### src/hw/rtl/mer_pkg.sv
// shared types and constants of the midpoint ellipse rasterizer
// widths, register indexes, queue item and sequencer state codes
// no dependencies
package mer_pkg;

  localparam int COORD_BITS = 11;
  localparam int PIX_W      = 13;
  localparam int XW         = COORD_BITS + 1;
  localparam int YW         = COORD_BITS + 2;
  localparam int SQ_W       = 2 * COORD_BITS;
  localparam int DEC_W      = 4 * COORD_BITS;
  localparam int MUL_W      = 2 * COORD_BITS + 3;
  localparam int IN_W       = 8;
  localparam int OUT_W      = ((2 * PIX_W + 7) / 8) * 8;

  localparam int CFG_AW = 2;
  localparam logic [CFG_AW-1:0] REG_CENTER_X    = 2'd0;
  localparam logic [CFG_AW-1:0] REG_CENTER_Y    = 2'd1;
  localparam logic [CFG_AW-1:0] REG_SEMI_AXIS_A = 2'd2;
  localparam logic [CFG_AW-1:0] REG_SEMI_AXIS_B = 2'd3;

  localparam int Q_AW    = 1;
  localparam int Q_DEPTH = 2 ** Q_AW;

  localparam logic [2:0] SEQ_INIT_LAST = 3'd3;
  localparam logic [2:0] SEQ_SEED_LAST = 3'd5;
  localparam logic [1:0] EMIT_LAST     = 2'd3;

  typedef enum logic [1:0] {
    PH_DONE,
    PH_REGION1,
    PH_REGION2
  } phase_t;

  typedef enum logic {
    KIND_STEP,
    KIND_RESTART
  } item_kind_t;

  typedef struct packed {
    logic       valid;
    item_kind_t kind;
  } q_head_t;

  typedef struct packed {
    logic [COORD_BITS-1:0] cx;
    logic [COORD_BITS-1:0] cy;
    logic [COORD_BITS-1:0] a;
    logic [COORD_BITS-1:0] b;
  } geom_t;

  typedef enum logic [2:0] {
    WS_IDLE,
    WS_INIT,
    WS_STEP,
    WS_SEED,
    WS_EMIT
  } walk_state_t;

endpackage

### src/hw/rtl/midpoint_ellipse_rasterizer.sv
// top level of the midpoint ellipse rasterizer: configuration registers,
// input queue front end and walk engine
// depends on mer_pkg, mer_front, mer_walk
//
// Each input word is one plot step (restart in bit 0 reloads the walk from the
// semi-axis registers first); a live step gives four output words, the mirrored
// pixels (+x,+y) (-x,+y) (+x,-y) (-x,-y), tlast on the fourth and tuser on all
// four of the final step. A step word after completion gives nothing. A plain
// step is dequeued, updates the decision, then moves the four pixels through the
// single output register. A restart and the step that ends region 1 each add a
// sequence on the shared registered multiplier that forms the seeds. Up to two
// step words queue ahead of the walk.
module midpoint_ellipse_rasterizer (
  input  logic                           clk,
  input  logic                           rst_n,
  input  logic                           in_tvalid,
  output logic                           in_tready,
  input  logic [mer_pkg::IN_W-1:0]       in_tdata,   // [0] restart
  output logic                           out_tvalid,
  input  logic                           out_tready,
  output logic [mer_pkg::OUT_W-1:0]      out_tdata,  // [12:0] pixel_x, [25:13] pixel_y
  output logic                           out_tlast,  // step_last
  output logic                           out_tuser,  // shape_done
  input  logic                           cfg_we,
  input  logic [mer_pkg::CFG_AW-1:0]     cfg_addr,
  input  logic [mer_pkg::COORD_BITS-1:0] cfg_wdata
);
  import mer_pkg::*;

  logic [COORD_BITS-1:0] cx_r, cy_r, sa_r, sb_r;
  geom_t                 geom;
  q_head_t               q_head;
  logic                  q_pop;

  always_ff @(posedge clk) begin
    if (!rst_n) begin
      cx_r <= '0;
      cy_r <= '0;
      sa_r <= COORD_BITS'(1);
      sb_r <= COORD_BITS'(1);
    end else if (cfg_we) begin
      unique case (cfg_addr)
        REG_CENTER_X:    cx_r <= cfg_wdata;
        REG_CENTER_Y:    cy_r <= cfg_wdata;
        REG_SEMI_AXIS_A: sa_r <= cfg_wdata;
        REG_SEMI_AXIS_B: sb_r <= cfg_wdata;
        default: ;
      endcase
    end
  end

  assign geom.cx = cx_r;
  assign geom.cy = cy_r;
  assign geom.a  = sa_r;
  assign geom.b  = sb_r;

  mer_front u_front (
    .clk       (clk),
    .rst_n     (rst_n),
    .in_tvalid (in_tvalid),
    .in_tready (in_tready),
    .in_tdata  (in_tdata),
    .head      (q_head),
    .pop       (q_pop)
  );

  mer_walk u_walk (
    .clk        (clk),
    .rst_n      (rst_n),
    .head       (q_head),
    .pop        (q_pop),
    .geom       (geom),
    .out_tvalid (out_tvalid),
    .out_tready (out_tready),
    .out_tdata  (out_tdata),
    .out_tlast  (out_tlast),
    .out_tuser  (out_tuser)
  );

  a_reset_quiet: assert property (@(posedge clk) !rst_n |=> !out_tvalid)
    else $error("output word valid right after reset");

  a_queue_holds: assert property (@(posedge clk) disable iff (!rst_n)
    in_tvalid && in_tready |=> q_head.valid)
    else $error("accepted word missing from the queue");

  a_pop_valid: assert property (@(posedge clk) disable iff (!rst_n)
    q_pop |-> q_head.valid)
    else $error("queue popped while empty");

endmodule

### src/hw/rtl/mer_front.sv
// front end: accepts input words, classifies them as restart or step
// and holds them in a two-entry queue for the walk engine
// depends on mer_pkg
module mer_front (
  input  logic                  clk,
  input  logic                  rst_n,
  input  logic                  in_tvalid,
  output logic                  in_tready,
  input  logic [mer_pkg::IN_W-1:0] in_tdata,  // [0] restart
  output mer_pkg::q_head_t      head,
  input  logic                  pop
);
  import mer_pkg::*;

  item_kind_t       kind_r [Q_DEPTH];
  logic [Q_AW-1:0]  wr_ptr_r;
  logic [Q_AW-1:0]  rd_ptr_r;
  logic [Q_AW:0]    count_r;
  logic             push;
  item_kind_t       in_kind;

  assign in_tready = (count_r != (Q_AW + 1)'(Q_DEPTH));
  assign push      = in_tvalid && in_tready;
  assign in_kind   = in_tdata[0] ? KIND_RESTART : KIND_STEP;

  assign head.valid = (count_r != '0);
  assign head.kind  = kind_r[rd_ptr_r];

  always_ff @(posedge clk) begin
    if (push) begin
      kind_r[wr_ptr_r] <= in_kind;
    end
  end

  always_ff @(posedge clk) begin
    if (!rst_n) begin
      wr_ptr_r <= '0;
      rd_ptr_r <= '0;
      count_r  <= '0;
    end else begin
      if (push) begin
        wr_ptr_r <= wr_ptr_r + 1'b1;
      end
      if (pop) begin
        rd_ptr_r <= rd_ptr_r + 1'b1;
      end
      unique case ({push, pop})
        2'b10:   count_r <= count_r + 1'b1;
        2'b01:   count_r <= count_r - 1'b1;
        default: count_r <= count_r;
      endcase
    end
  end

endmodule

### src/hw/rtl/mer_walk.sv
// back end: midpoint ellipse walk with a shared registered multiplier
// for the restart and region-2 seeds, and a one-word output register
// depends on mer_pkg
module mer_walk (
  input  logic                     clk,
  input  logic                     rst_n,
  input  mer_pkg::q_head_t         head,
  output logic                     pop,
  input  mer_pkg::geom_t           geom,
  output logic                     out_tvalid,
  input  logic                     out_tready,
  output logic [mer_pkg::OUT_W-1:0] out_tdata,  // [12:0] pixel_x, [25:13] pixel_y
  output logic                     out_tlast,   // step_last
  output logic                     out_tuser    // shape_done
);
  import mer_pkg::*;

  walk_state_t             state_r, state_nxt;
  phase_t                  phase_r;
  logic [2:0]              seq_r;
  logic [1:0]              em_r;

  logic [XW-1:0]           x_r;
  logic signed [YW-1:0]    y_r;
  logic signed [DEC_W-1:0] dec_r;
  logic signed [DEC_W-1:0] px_r;
  logic signed [DEC_W-1:0] py_r;
  logic signed [DEC_W-1:0] acc_r;
  logic [SQ_W-1:0]         a2_r;
  logic [SQ_W-1:0]         b2_r;
  logic signed [MUL_W-1:0] tmp_r;
  logic signed [2*MUL_W-1:0] prod_r;

  logic [XW-1:0]           ex_r;
  logic signed [YW-1:0]    ey_r;
  logic                    edone_r;

  logic                    out_valid_r;
  logic [OUT_W-1:0]        out_data_r;
  logic                    out_last_r;
  logic                    out_user_r;

  logic                    load;
  logic [COORD_BITS-1:0]   a_eff;
  logic [COORD_BITS-1:0]   b_eff;
  logic signed [MUL_W-1:0] mul_a, mul_b;
  logic signed [MUL_W-1:0] t_op, u_op;
  logic signed [YW-1:0]    y_dn;
  logic signed [DEC_W-1:0] a2_d, b2_d, p_d;
  logic signed [DEC_W-1:0] px_up, py_dn, diag;
  logic                    r1_go;
  logic [PIX_W-1:0]        pix_xp, pix_xn, pix_yp, pix_yn;
  logic [PIX_W-1:0]        pix_x, pix_y;

  assign a_eff = (geom.a == '0) ? COORD_BITS'(1) : geom.a;
  assign b_eff = (geom.b == '0) ? COORD_BITS'(1) : geom.b;

  assign y_dn = y_r - YW'(1);
  assign t_op = $signed(MUL_W'({x_r, 1'b1}));
  assign u_op = {{(MUL_W-YW){y_dn[YW-1]}}, y_dn};

  assign a2_d  = $signed(DEC_W'(a2_r));
  assign b2_d  = $signed(DEC_W'(b2_r));
  assign p_d   = prod_r[DEC_W-1:0];
  assign px_up = px_r + (b2_d <<< 1);
  assign py_dn = py_r - (a2_d <<< 1);
  assign diag  = px_up - py_dn;
  assign r1_go = (px_r < py_r);

  // multiplier operand select
  always_comb begin
    mul_a = '0;
    mul_b = '0;
    if (state_r == WS_INIT) begin
      unique case (seq_r)
        3'd0: begin
          mul_a = $signed(MUL_W'(a_eff));
          mul_b = $signed(MUL_W'(a_eff));
        end
        3'd1: begin
          mul_a = $signed(MUL_W'(b_eff));
          mul_b = $signed(MUL_W'(b_eff));
        end
        3'd2: begin
          mul_a = $signed(MUL_W'(a2_r));
          mul_b = $signed(MUL_W'(b_eff));
        end
        default: begin
          mul_a = '0;
          mul_b = '0;
        end
      endcase
    end else if (state_r == WS_SEED) begin
      unique case (seq_r)
        3'd0: begin
          mul_a = t_op;
          mul_b = t_op;
        end
        3'd1: begin
          mul_a = u_op;
          mul_b = u_op;
        end
        3'd2: begin
          mul_a = $signed(MUL_W'(b2_r));
          mul_b = tmp_r;
        end
        3'd3: begin
          mul_a = $signed(MUL_W'(a2_r));
          mul_b = tmp_r;
        end
        3'd4: begin
          mul_a = $signed(MUL_W'(a2_r));
          mul_b = $signed(MUL_W'(b2_r));
        end
        default: begin
          mul_a = '0;
          mul_b = '0;
        end
      endcase
    end
  end

  always_ff @(posedge clk) begin
    prod_r <= mul_a * mul_b;
  end

  // next state
  always_comb begin
    state_nxt = state_r;
    unique case (state_r)
      WS_IDLE: begin
        if (head.valid) begin
          state_nxt = (head.kind == KIND_RESTART) ? WS_INIT : WS_STEP;
        end
      end
      WS_INIT: begin
        if (seq_r == SEQ_INIT_LAST) begin
          state_nxt = WS_STEP;
        end
      end
      WS_STEP: begin
        priority if (phase_r == PH_DONE) begin
          state_nxt = WS_IDLE;
        end else if (phase_r == PH_REGION1 && !r1_go) begin
          state_nxt = WS_SEED;
        end else begin
          state_nxt = WS_EMIT;
        end
      end
      WS_SEED: begin
        if (seq_r == SEQ_SEED_LAST) begin
          state_nxt = WS_EMIT;
        end
      end
      WS_EMIT: begin
        if (load && em_r == EMIT_LAST) begin
          state_nxt = WS_IDLE;
        end
      end
      default: state_nxt = WS_IDLE;
    endcase
  end

  // handshake outputs
  always_comb begin
    pop  = (state_r == WS_IDLE) && head.valid;
    load = (state_r == WS_EMIT) && (!out_valid_r || out_tready);
  end

  // control registers
  always_ff @(posedge clk) begin
    if (!rst_n) begin
      state_r     <= WS_IDLE;
      phase_r     <= PH_DONE;
      seq_r       <= '0;
      em_r        <= '0;
      out_valid_r <= 1'b0;
    end else begin
      state_r <= state_nxt;
      if (state_r == WS_INIT || state_r == WS_SEED) begin
        seq_r <= seq_r + 3'd1;
      end else begin
        seq_r <= '0;
      end
      if (state_r == WS_INIT && seq_r == SEQ_INIT_LAST) begin
        phase_r <= PH_REGION1;
      end else if (state_r == WS_STEP) begin
        if (phase_r == PH_REGION1 && !r1_go) begin
          phase_r <= PH_REGION2;
        end else if (phase_r == PH_REGION2 && y_r == '0) begin
          phase_r <= PH_DONE;
        end
      end
      if (state_r == WS_STEP) begin
        em_r <= '0;
      end else if (load) begin
        em_r <= em_r + 2'd1;
      end
      if (load) begin
        out_valid_r <= 1'b1;
      end else if (out_tready) begin
        out_valid_r <= 1'b0;
      end
    end
  end

  // walk datapath
  always_ff @(posedge clk) begin
    unique case (state_r)
      WS_INIT: begin
        unique case (seq_r)
          3'd1: a2_r <= prod_r[SQ_W-1:0];
          3'd2: b2_r <= prod_r[SQ_W-1:0];
          3'd3: begin
            dec_r <= (b2_d <<< 2) - (p_d <<< 2) + a2_d;
            py_r  <= p_d <<< 1;
            px_r  <= '0;
            x_r   <= '0;
            y_r   <= $signed(YW'(b_eff));
          end
          default: ;
        endcase
      end
      WS_STEP: begin
        ex_r    <= x_r;
        ey_r    <= y_r;
        edone_r <= (phase_r == PH_REGION2) && (y_r == '0);
        if (phase_r == PH_REGION1 && r1_go) begin
          x_r  <= x_r + XW'(1);
          px_r <= px_up;
          if (dec_r < 0) begin
            dec_r <= dec_r + ((px_up + b2_d) <<< 2);
          end else begin
            y_r   <= y_dn;
            py_r  <= py_dn;
            dec_r <= dec_r + ((diag + b2_d) <<< 2);
          end
        end else if (phase_r == PH_REGION2) begin
          y_r  <= y_dn;
          py_r <= py_dn;
          if (dec_r > 0) begin
            dec_r <= dec_r + ((a2_d - py_dn) <<< 2);
          end else begin
            x_r   <= x_r + XW'(1);
            px_r  <= px_up;
            dec_r <= dec_r + ((diag + a2_d) <<< 2);
          end
        end
      end
      WS_SEED: begin
        unique case (seq_r)
          3'd1: tmp_r <= prod_r[MUL_W-1:0];
          3'd2: tmp_r <= prod_r[MUL_W-1:0];
          3'd3: acc_r <= p_d;
          3'd4: acc_r <= acc_r + (p_d <<< 2);
          3'd5: dec_r <= acc_r - (p_d <<< 2);
          default: ;
        endcase
      end
      default: ;
    endcase
  end

  // mirrored pixel select
  assign pix_xp = PIX_W'(geom.cx) + PIX_W'(ex_r);
  assign pix_xn = PIX_W'(geom.cx) - PIX_W'(ex_r);
  assign pix_yp = PIX_W'(geom.cy) + PIX_W'(ey_r);
  assign pix_yn = PIX_W'(geom.cy) - PIX_W'(ey_r);
  assign pix_x  = em_r[0] ? pix_xn : pix_xp;
  assign pix_y  = em_r[1] ? pix_yn : pix_yp;

  always_ff @(posedge clk) begin
    if (load) begin
      out_data_r <= OUT_W'({pix_y, pix_x});
      out_last_r <= (em_r == EMIT_LAST);
      out_user_r <= edone_r;
    end
  end

  assign out_tvalid = out_valid_r;
  assign out_tdata  = out_data_r;
  assign out_tlast  = out_last_r;
  assign out_tuser  = out_user_r;

endmodule
### config.mk
export PLATFORM = sky130hd
export DESIGN_NAME = midpoint_ellipse_rasterizer
export DESIGN_NICKNAME = d
export VERILOG_FILES = /design/src/hw/rtl/mer_pkg.sv /design/src/hw/rtl/midpoint_ellipse_rasterizer.sv /design/src/hw/rtl/mer_front.sv /design/src/hw/rtl/mer_walk.sv
export SDC_FILE = /design/constraint.sdc
export NUM_CORES = 2
export LEC_CHECK = 0
export BUFFER_PORTS_ARGS = -buffer_cell sky130_fd_sc_hd__buf_4
export CAP_MARGIN = 20
export CORE_UTILIZATION = 25
export CTS_BUF_LIST = sky130_fd_sc_hd__clkbuf_8
export DETAILED_ROUTE_END_ITERATION = 16
export HOLD_SLACK_MARGIN = 0.06
export MAX_ROUTING_LAYER = met4
export PLACE_DENSITY_LB_ADDON = 0.3
export SYNTH_ARGS = -nofsm -noshare
export SYNTH_HDL_FRONTEND = slang
export SYNTH_SLANG_ARGS = --single-unit
### constraint.sdc
create_clock -name clk -period 19.6 [get_ports clk]
set_clock_uncertainty 0.2 [all_clocks]
set_input_delay 2.94 -clock clk [delete_from_list [all_inputs] [get_ports clk]]
set_output_delay 2.94 -clock clk [all_outputs]
set_load 0.03 [all_outputs]
==> impl_metrics.env <==
export IMPL_slowest_stage="a22o_1"
export IMPL_syn_area_mm2=0.0571
export IMPL_clock_path_buffers=3
export IMPL_syn2layout_area_growth_pct=10.5
export IMPL_path_class="reg2reg"
export IMPL_fp_row_count=175
export IMPL_syn_area_per_cell_um2=8.62
export IMPL_p_per_area_mw_per_mm2=54.1
export IMPL_cts_root_buf="clkbuf_8"
export IMPL_grt_pass1_vias=47300
export IMPL_cts_tree="done"
export IMPL_worstMarginPinSlew_ns=1.18
export IMPL_p_leak_nw=27.3
export IMPL_crit_family="compound AO/OA/AOI/OAI gates"
export IMPL_rsz0062_at_grt="no"
export IMPL_layout_commonest_cell="inv_1"
export IMPL_pwr_share_clk=0.284
export IMPL_yosysWarnings=0
export IMPL_intPower_w=0.00205
export IMPL_startpoint_type="register"
export IMPL_io_pins=62
export IMPL_cts_resized=0
export IMPL_drt_wl_total_um=187000
export IMPL_antenna_left=0
export IMPL_synth_seq_cells=428
export IMPL_numCtsBuffers=83
export IMPL_initial_core_util=0.251
export IMPL_path_clk_slew_ns=0.06
export IMPL_grt_max_degree=87
export IMPL_clk_latency_ns=0.82
export IMPL_synthFlopType="edfxtp_1"
export IMPL_worstPathRequired_ns=20.05
export IMPL_max_stage_delay_ns=0.77
export IMPL_fin_crit_sh=0.645
export IMPL_postCtsSetupRepairBufs=0
export IMPL_p_comb_frac=0.386
export IMPL_num_vias=46700
export IMPL_setup_violations=0
export IMPL_end_kind="register"
export IMPL_wire_per_inst_um=19.2
export IMPL_drv_cap=0
export IMPL_slew_viol_final=0
export IMPL_dpl_hpwl_um=147000
export IMPL_htreeDepth=3
export IMPL_viasPerCell=4.82
export IMPL_seq_power_share=0.330
export IMPL_yosysSeqAreaShare=0.207
export IMPL_antenna_found_initial=3
export IMPL_final_layout_size_suffix_gt1_frac=0.0569
export IMPL_path_buf_inv=9
export IMPL_synthArstFlopShare=0
export IMPL_first_iter_violations=3699
export IMPL_synth_edff_count=324
export IMPL_final_util=0.278
export IMPL_crit_top_cell="inv_1"
export IMPL_final_setup_tns_ns=0
export IMPL_path_max_fanout=13
export IMPL_cts_hold_buf=0
export IMPL_core_area_mm2=0.227
export IMPL_grt_usage=0.165
export IMPL_port_buffers=48
export IMPL_switchingPower_w=0.00136
export IMPL_final_cell_mix="inv_1 (995), nand2_1 (733), fa_1 (602)"
export IMPL_first_pass_iters=6
export IMPL_fmax_mhz=79.1
export IMPL_die_area_mm2=0.230
export IMPL_grt_pass1_wl_um=284000
export IMPL_status="finished clean"
export IMPL_n_fill_cell=24300
export IMPL_grt_overflow=0
export IMPL_gp_congestion=0.912
export IMPL_die_height_um=480
export IMPL_vdd_ir_drop_max_uv=55.7
export IMPL_relSlewSlack=0.212
export IMPL_finalHoldViolCount=0
export IMPL_worstPathArrival_ns=13.09
export IMPL_synthCells=6616
export IMPL_fin_crit_ns=12.64
export IMPL_swShare=0.399
export IMPL_numClockSinks=428
export IMPL_synth_distinct_cells=99
export IMPL_drcViolationCount=0
export IMPL_hold_path_class="reg2reg"
export IMPL_fin_nets=7729
export IMPL_die_x_um=480
metrics by stage:
step,hold slack [ns],power [W],setup WS [ns],instances,cell area [µm²]
after global routing,0.296,0.00361,6.40,9689,63000
final,0.276,0.00341,6.96,9691,63000
after floorplan,0.200,0.00205,7.94,6621,57100
after global placement,0.252,0.00242,7.17,9527,61200
after detailed placement,0.266,0.00244,7.16,9530,61200
after CTS,0.280,0.00343,7.04,9684,63000
registers in the layout, indices dropped and copies added (netlist names), 13 cells and up, named ones only:
register          count
u_walk.y_r           13
u_walk.b2_r          22
u_walk.ey_r          13
u_walk.dec_r         44
u_walk.tmp_r         25
u_walk.out_tdata     26
u_walk.px_r          43
u_walk.acc_r         44
u_walk.prod_r        44
u_walk.a2_r          22
u_walk.py_r          43
layer usage:
metal,part of all wire,vias to the layer above,GRT usage
li1,-,22100,-
met1,0.49,23000,0.235
met2,0.43,1332,0.249
met3,0.054,252,0.0164
met4,0.025,0,0.0440
met5,0,-,-
cells in the mapped netlist, drive strengths merged, types with 35 or more instances:
cell type,count,share of area
nand2b,66,0.0072
o211ai,53,0.0071
fa,602,0.21
or3,49,0.0055
a31oi,45,0.0052
xnor2,341,0.052
nand3,82,0.0073
a21o,104,0.014
xor2,133,0.021
nor4,36,0.0039
a21boi,48,0.0063
a21oi,340,0.030
o21a,52,0.0068
dfxtp,104,0.036
ha,492,0.11
clkbuf,223,0.015
inv,970,0.064
nor3,131,0.011
nand2,735,0.048
and3,45,0.0049
nand4,35,0.0038
nor2,602,0.040
o21ai,352,0.031
o21bai,45,0.0059
edfxtp,324,0.17
nor2b,71,0.0078
and2,75,0.0083
worst register-to-register path, delay by kind of cell, from the launching register on:
family / cells / cell delay, ns
xor+xnor: 2 / 0.31
fa+ha+maj: 9 / 4.15
flops: 1 / 0.46
compound gates: 13 / 4.30
simple gates: 7 / 2.35
buf+inv: 9 / 0.72
power groups by stage:
stage / Sequential [W] / Combinational, W / Clock, W
finish: 0.00112 / 0.00132 / 0.000971
global route: 0.00113 / 0.00145 / 0.00103
CTS: 0.00112 / 0.00131 / 0.00100
detailed placement: 0.00114 / 0.00130 / 0
global placement: 0.00114 / 0.00128 / 0
floorplan: 0.00113 / 0.000929 / 0
worst paths after layout:
| check | from | endpoint | slack, ns | cells after the start |
|---|---|---|---|---|
| worst max-delay path | u_walk.y_r[0]$_DFFE_PP_ | u_walk.prod_r[43]$_DFF_P_ | 6.96 | 40 |
| worst min-delay path | u_walk.edone_r$_DFFE_PP_ | u_walk.out_tuser$_DFFE_PP_ | 0.28 | 0 |
| worst max register to register | u_walk.y_r[0]$_DFFE_PP_ | u_walk.prod_r[43]$_DFF_P_ | 6.96 | 40 |
| worst min register to register | u_walk.edone_r$_DFFE_PP_ | u_walk.out_tuser$_DFFE_PP_ | 0.28 | 0 |
cell families after synthesis:
kind of cell / count (synthesis) / share of synthesized area
multiplexers: 50 / 0.00917
other: 1 / 0.0000657
flip-flops: 428 / 0.207
AND/OR/NAND/NOR: 2002 / 0.158
buffers and inverters: 1218 / 0.0807
AO/OA/AOI/OAI: 1339 / 0.151
adder cells (fa/ha/maj): 1103 / 0.321
XOR/XNOR: 475 / 0.0733
layout make-up:
class                      count  area [µm²]  area share
inverter                     971        3640      0.0578
timing repair buffer         150        1180      0.0187
sequential                   428       11800       0.187
antenna                        4        10.0    0.000159
multi-input combinational   4975       40900       0.649
tap                         3009        3760      0.0597
clock inverter                57         397     0.00629
clock buffer                  97        1340      0.0212
Note: power is estimated with default switching activity, not from simulation.
